===== config.mk =====
export PLATFORM = sky130hd
export DESIGN_NAME = ssm_ctrl
export DESIGN_NICKNAME = d
export VERILOG_FILES = /design/src/ssm_pkg.sv /design/src/ssm_ctrl.sv
export SDC_FILE = /design/constraint.sdc
export NUM_CORES = 1
export LEC_CHECK = 0
export ABC_AREA = 0
export BUFFER_PORTS_ARGS = -buffer_cell sky130_fd_sc_hd__buf_4
export CELL_PAD_IN_SITES_DETAIL_PLACEMENT = 1
export CELL_PAD_IN_SITES_GLOBAL_PLACEMENT = 1
export CORE_AREA = 4 4 41 43
export CTS_CLUSTER_DIAMETER = 30
export DETAILED_ROUTE_END_ITERATION = 10
export DIE_AREA = 0 0 45 47
export PLACE_DENSITY = 0.53
export SYNTH_ARGS = -nofsm -noshare
export SYNTH_HDL_FRONTEND = slang
export SYNTH_SLANG_ARGS = --single-unit

===== constraint.sdc =====
create_clock -name clock -period 1.16 [get_ports clock]
set_input_delay 0.116 -clock clock [delete_from_list [all_inputs] [get_ports clock]]
set_output_delay 0.116 -clock clock [all_outputs]
set_load 0.01 [all_outputs]

===== src/ssm_pkg.sv =====
// Shared types, field widths and operation codes for the sparse set membership block.
package ssm_pkg;

   // Field widths of the request and response beats
   localparam int FUNC_W  = 2;
   localparam int KEY_W   = 10;
   localparam int POS_W   = 8;
   localparam int COUNT_W = 9;

   // Default size of the key universe
   localparam int UNIVERSE_DEFAULT = 256;

   // Operation codes
   localparam logic [FUNC_W-1:0] FUNC_INSERT = 2'd0;
   localparam logic [FUNC_W-1:0] FUNC_REMOVE = 2'd1;
   localparam logic [FUNC_W-1:0] FUNC_LOOKUP = 2'd2;
   localparam logic [FUNC_W-1:0] FUNC_CLEAR  = 2'd3;

   typedef struct packed {
      logic [FUNC_W-1:0] func;
      logic [KEY_W-1:0]  key;
   } ssm_req_type;

   typedef struct packed {
      logic               ok;
      logic [POS_W-1:0]   position;
      logic [COUNT_W-1:0] member_count;
   } ssm_rsp_type;

   // Commands from the controller to the datapath
   typedef struct packed {
      logic init;     // zero one entry of both memories after reset
      logic capture;  // latch the request, read the sparse slot
      logic rd_slot;  // read dense entry at the sparse slot
      logic rd_last;  // read dense entry of the last member
      logic ins;      // append the key
      logic rem;      // move the last member into the freed slot
      logic clr;      // zero the count
      logic reply;    // register the response beat
   } ssm_cmd_type;

   // Status from the datapath to the controller
   typedef struct packed {
      logic [FUNC_W-1:0] func;
      logic              found;
      logic              can_insert;
      logic              init_last;
   } ssm_status_type;

endpackage


===== src/ssm_ctrl.sv =====
// Controller state machine that sequences the memory accesses of one operation.
module ssm_ctrl import ssm_pkg::*; (
   input  logic           clock,
   input  logic           reset,
   input  logic           start,
   output logic           busy,
   input  ssm_status_type status,
   output ssm_cmd_type    cmd
);

   localparam logic [2:0] ST_IDLE   = 3'd0;
   localparam logic [2:0] ST_SPARSE = 3'd1;
   localparam logic [2:0] ST_DENSE  = 3'd2;
   localparam logic [2:0] ST_LAST   = 3'd3;
   localparam logic [2:0] ST_INIT   = 3'd4;

   logic [2:0] state_ff;
   logic [2:0] state_in;

   // Next state and commands
   always_comb begin
      state_in = state_ff;
      cmd      = '0;
      unique case (state_ff)
         ST_INIT: begin
            // clearing pass over both memories
            cmd.init = 1'b1;
            if (status.init_last) begin
               state_in = ST_IDLE;
            end
         end
         ST_IDLE: begin
            if (start) begin
               cmd.capture = 1'b1;
               state_in    = ST_SPARSE;
            end
         end
         ST_SPARSE: begin
            cmd.rd_slot = 1'b1;
            state_in    = ST_DENSE;
         end
         ST_DENSE: begin
            state_in = ST_IDLE;
            unique case (status.func)
               FUNC_INSERT: begin
                  cmd.ins   = status.can_insert;
                  cmd.reply = 1'b1;
               end
               FUNC_REMOVE: begin
                  if (status.found) begin
                     cmd.rd_last = 1'b1;
                     state_in    = ST_LAST;
                  end else begin
                     cmd.reply = 1'b1;
                  end
               end
               FUNC_LOOKUP: begin
                  cmd.reply = 1'b1;
               end
               FUNC_CLEAR: begin
                  cmd.clr   = 1'b1;
                  cmd.reply = 1'b1;
               end
               default: begin
                  cmd.reply = 1'b1;
               end
            endcase
         end
         ST_LAST: begin
            cmd.rem   = 1'b1;
            cmd.reply = 1'b1;
            state_in  = ST_IDLE;
         end
         default: begin
            state_in = ST_IDLE;
         end
      endcase
   end

   always_ff @(posedge clock) begin
      if (reset) begin
         state_ff <= ST_INIT;
      end else begin
         state_ff <= state_in;
      end
   end

   assign busy = (state_ff != ST_IDLE);

endmodule


==> flow_results.org <==
** Status
- Run status :: finished with violations
- The checks that failed: setup timing.

** Clock tree
- Cts hold-fix bufs :: 0
- Clk slew on worst S/H paths :: 0.04 ns
- CTS Buf Count :: 3
- In this run the clock root is driven by a clkbuf_4.
- CTS saw 3 sinks.
- Insertion delay to the later sink of the worst-skew pair :: 0.23 ns
- Counting along the longest clock path gives a buffer depth of 2.
- CTS built an H-tree with a depth of 1.
- TritonCTS built the clock tree.

** Placement
- The count of buffers added on input and output ports is 16.
- Detailed placement ended at an HPWL of 606 um.
- Placed Instance Area :: 389 sq um
- At the placement stage, the worst setup path has a slack of -0.0808 ns.
- The congestion estimate from routability-driven global placement came to 0.681.
- Number of placed instances, taps included :: 58

** Final layout
- Cells with a size suffix above 1 make up 85.4% of the layout.
- With fillers left out, the area of the finished cells amounts to 515 sq um.
- At the end of the flow, the number of nets in the layout was 57.
- Flip-flop count of the largest register, all copies and words added :: 3
- The repair_antennas step left the layout with diodes totalling 0.
- From synthesis to final layout, the design area changed by 133%.
- Top flop regs :: state_ff: 3 flops
- Leaving out filler cells and counting taps, the final layout contains 63.
- More flip-flops sit in one register than any other, and that register is state_ff.

** Synthesis
- Number of synthesized register bits :: 3
- For this run, asynchronously set or reset flops after synthesis account for 0%.
- Counting every instance in the synthesized netlist gives 25.
- The share of the Yosys chip area taken by registers is 27.1%.
- Count of flip-flops with a built-in enable after synthesis :: 0
- Most frequent cells after synthesis :: nor3b_1, dfxtp_1, inv_1, nand2_1, nor3_1
- For this run, the leading register cell type out of synthesis is dfxtp_1.
- Yosys printed 0 warnings.
- Count of cell types in the netlist :: 17
- By area the synthesized netlist is led by dfxtp_1, nor3b_1, nor4b_2, nand4bb_1, or3b_4.
- Share of Yosys cell area claimed by the top area cell type :: 27.1%
- Dividing the synthesized area by the synthesized cell count gives 8.86 sq um.
- The number of nets in the synthesized netlist is 33.
- In this run the cell area of the synthesized design comes to 221 sq um.
- Cell with the most instances after synthesis :: nor3b_1
- Top cell type by total area after synthesis :: dfxtp_1

** Setup path
- Crit Reg-Reg Startpoint :: state_ff[2]
- Critical Path RT :: 1.04 ns
- The worst setup path is captured at an output port.
- Setup CP Type :: reg -> out
- The worst setup path is launched from a register.
- Across all register-to-register paths, the minimum setup slack is 0 ns.
- Data on the critical path arrives at its endpoint at 1.32 ns.
- CP Buf/Inv Count :: 1
- The kind of cell with the highest combined delay along the critical path is simple AND/OR/NAND/NOR gates.
- In this run the number of cells on the critical path is 3.
- The largest individual stage delay along the critical path comes from the cell or3b_4.
- Largest stage delay on the critical path :: 0.40 ns
- In this run the critical register-to-register path is captured at state_ff[1].
- Crit-path max FO :: 3
- Measured in cells, the most critical reg-to-reg path has a length of 3.
- Traced cell by cell, the critical path runs through or3b_4, nor4b_4, buf_4.

** Hold path
- The worst hold path begins at reset.
- Cell depth of the worst hold path :: 2
- Worst min-delay path category :: in -> reg
- The path with the worst hold slack has its endpoint at state_ff[0].

** Power and ir drop
- Cell internal pwr :: 0.000303 W
- PnR Total Power :: 0.000412 W
- Of the total power, the share spent switching nets is 26.4%.
- Across the VDD grid, the largest voltage drop is 0.000556 V.
- P per Cell Area :: 800 nW/um^2
- Logic pwr share :: 27.8%
- Leakage power of the design :: 0.215 nW
- Sequential cells burn 27.3% of the power.
- NetSw :: 0.000109 W
- Per report_power, the clock group accounts for 45.0% of the total.

** Drt
- The first routing iteration left 0 violations.
- Met3 layer wire length in the routed design :: 126 um
- Wire length on met2 :: 454 um
- Uppermost routed layer :: met3
- For this run, the detailed router's first-pass iteration total came to 1.
- In this run the remaining antenna-violating nets after routing total 0.
- After detailed routing, the average wire length per cell comes to 13.8 um.
- After detailed routing, the number of vias per cell comes to 4.70.
- After detailed routing, the wire length on met1 is 285 um.
- After detailed routing, the number of remaining DRC violations is 0.
- Vias after detailed routing :: 296
- Detailed Route WL :: 867 um

** STA
- The number of hold violations in the final report came to 0.
- Final Slew Violations :: 0
- Top achievable clock speed :: 697 MHz
- Pin slew with the least headroom to its limit :: 0.267 ns
- Final cycle utilization of the critical path :: 124%
- Worst slack on hold paths :: 0.0822 ns
- Once routing completed, OpenROAD measured the worst setup slack at -0.275 ns.
- Clock skew on the completed layout was measured at 0.000917 ns.
- Number of failing setup endpoints in the final timing report :: 9
- Final critical path time including I/O delays and setup :: 1.44 ns
- Setup repair after global routing could not meet its margin everywhere.
- Worst max-slew margin expressed relative to the limit :: 82.0%

** Global routing
- Overall overflow remaining after global route :: 0
- The number of antenna violations at the first check in global routing came to 0.
- Global router's overall resource usage :: 9.47%
- Number of global-route vias before repair :: 311
- The first global-routing pass estimated 1320 um of wire.
- Entering global routing, the biggest net connects 10 pins.

** Floorplanning
- I/O pins :: 17
- Measured along the x axis, the die boundary spans 45 um.
- Initial core utilization :: 17.0%
- Vertical extent of the die :: 47 um
- After floorplanning, the core was divided into 13 placement rows.
- After floorplanning, the core was sized to cover 1300 sq um.
- The die covers 2120 sq um.

** Job
- The tool flagged a number of max-cap violations equal to 0.
[cell usage in the layout (no fill, tap or decap), types with 2 or more instances in the layout]
cell type / instances
buf_4: 17
buf_6: 2
clkbuf_4: 3
dfxtp_2: 2
nand2_1: 2
nor3_2: 2
nor3b_2: 3
[worst register-to-register path, stage by stage (launching register included)]
cell	delay, ns
dfxtp_2	0.32
buf_8	0.14
or4b_4	0.52
o41ai_2	0.07
[through the flow]
stage	setup TNS [ns]	util, %
6_report	-1.22	39.6
5_1_grt	-1.84	39.6
4_1_cts	-1.27	35.9
3_5_place_dp	-0.110	29.9
3_3_place_gp	-0.0751	29.9
2_1_floorplan	-0.0815	-
[power groups by stage]
stage	Clock, W	Combinational (W)	Sequential (W)
2_1_floorplan	0	0.0000338	0.000113
3_3_place_gp	0	0.0000818	0.000112
4_1_cts	0.000196	0.000100	0.000112
5_1_grt	0.000216	0.000124	0.000113
3_5_place_dp	0	0.0000835	0.000113
6_report	0.000185	0.000115	0.000112
[logic make-up after synthesis]
family	share of synthesized area [%]
and+or+nand+nor	54.8
buffers and inverters	6.78
AOI/OAI and AO/OA	11.3
DFF	27.1
[area by class of cell]
class	count	area [sq um]
timing repair buffer	20	165
sequential	3	62.6
inverter	2	7.51
tap	15	18.8
fill	151	786
multi-input combinational	19	235
clock buffer	4	26.3
[metal layers]
| layer | vias up | global-route usage, % |
|---|---|---|
| li1 | 140 | - |
| met1 | 140 | 8.84 |
| met2 | 16 | 15.3 |
| met3 | 0 | 8.05 |
| met4 | 0 | 3.51 |
| met5 | - | 0 |
[worst max-delay path by stage]
stage	start	end	slack [ns]
after global routing	state_ff[0]	cmd[3]	-0.35
after global placement	state_ff[0]	cmd[3]	-0.06
final	state_ff[2]	cmd[3]	-0.28
after floorplan	state_ff[2]	cmd[3]	-0.08
after detailed placement	state_ff[1]	cmd[3]	-0.08
after CTS	state_ff[0]	cmd[3]	-0.30
[what timing repair did]
item / 4_1_cts / 5_1_grt
setup endpoints to repair: 10 / 11
pin swaps: 6 / 1
gates resized for setup: 12 / 8
setup buffers: 0 / 1
(Power assumes the default switching activity.)
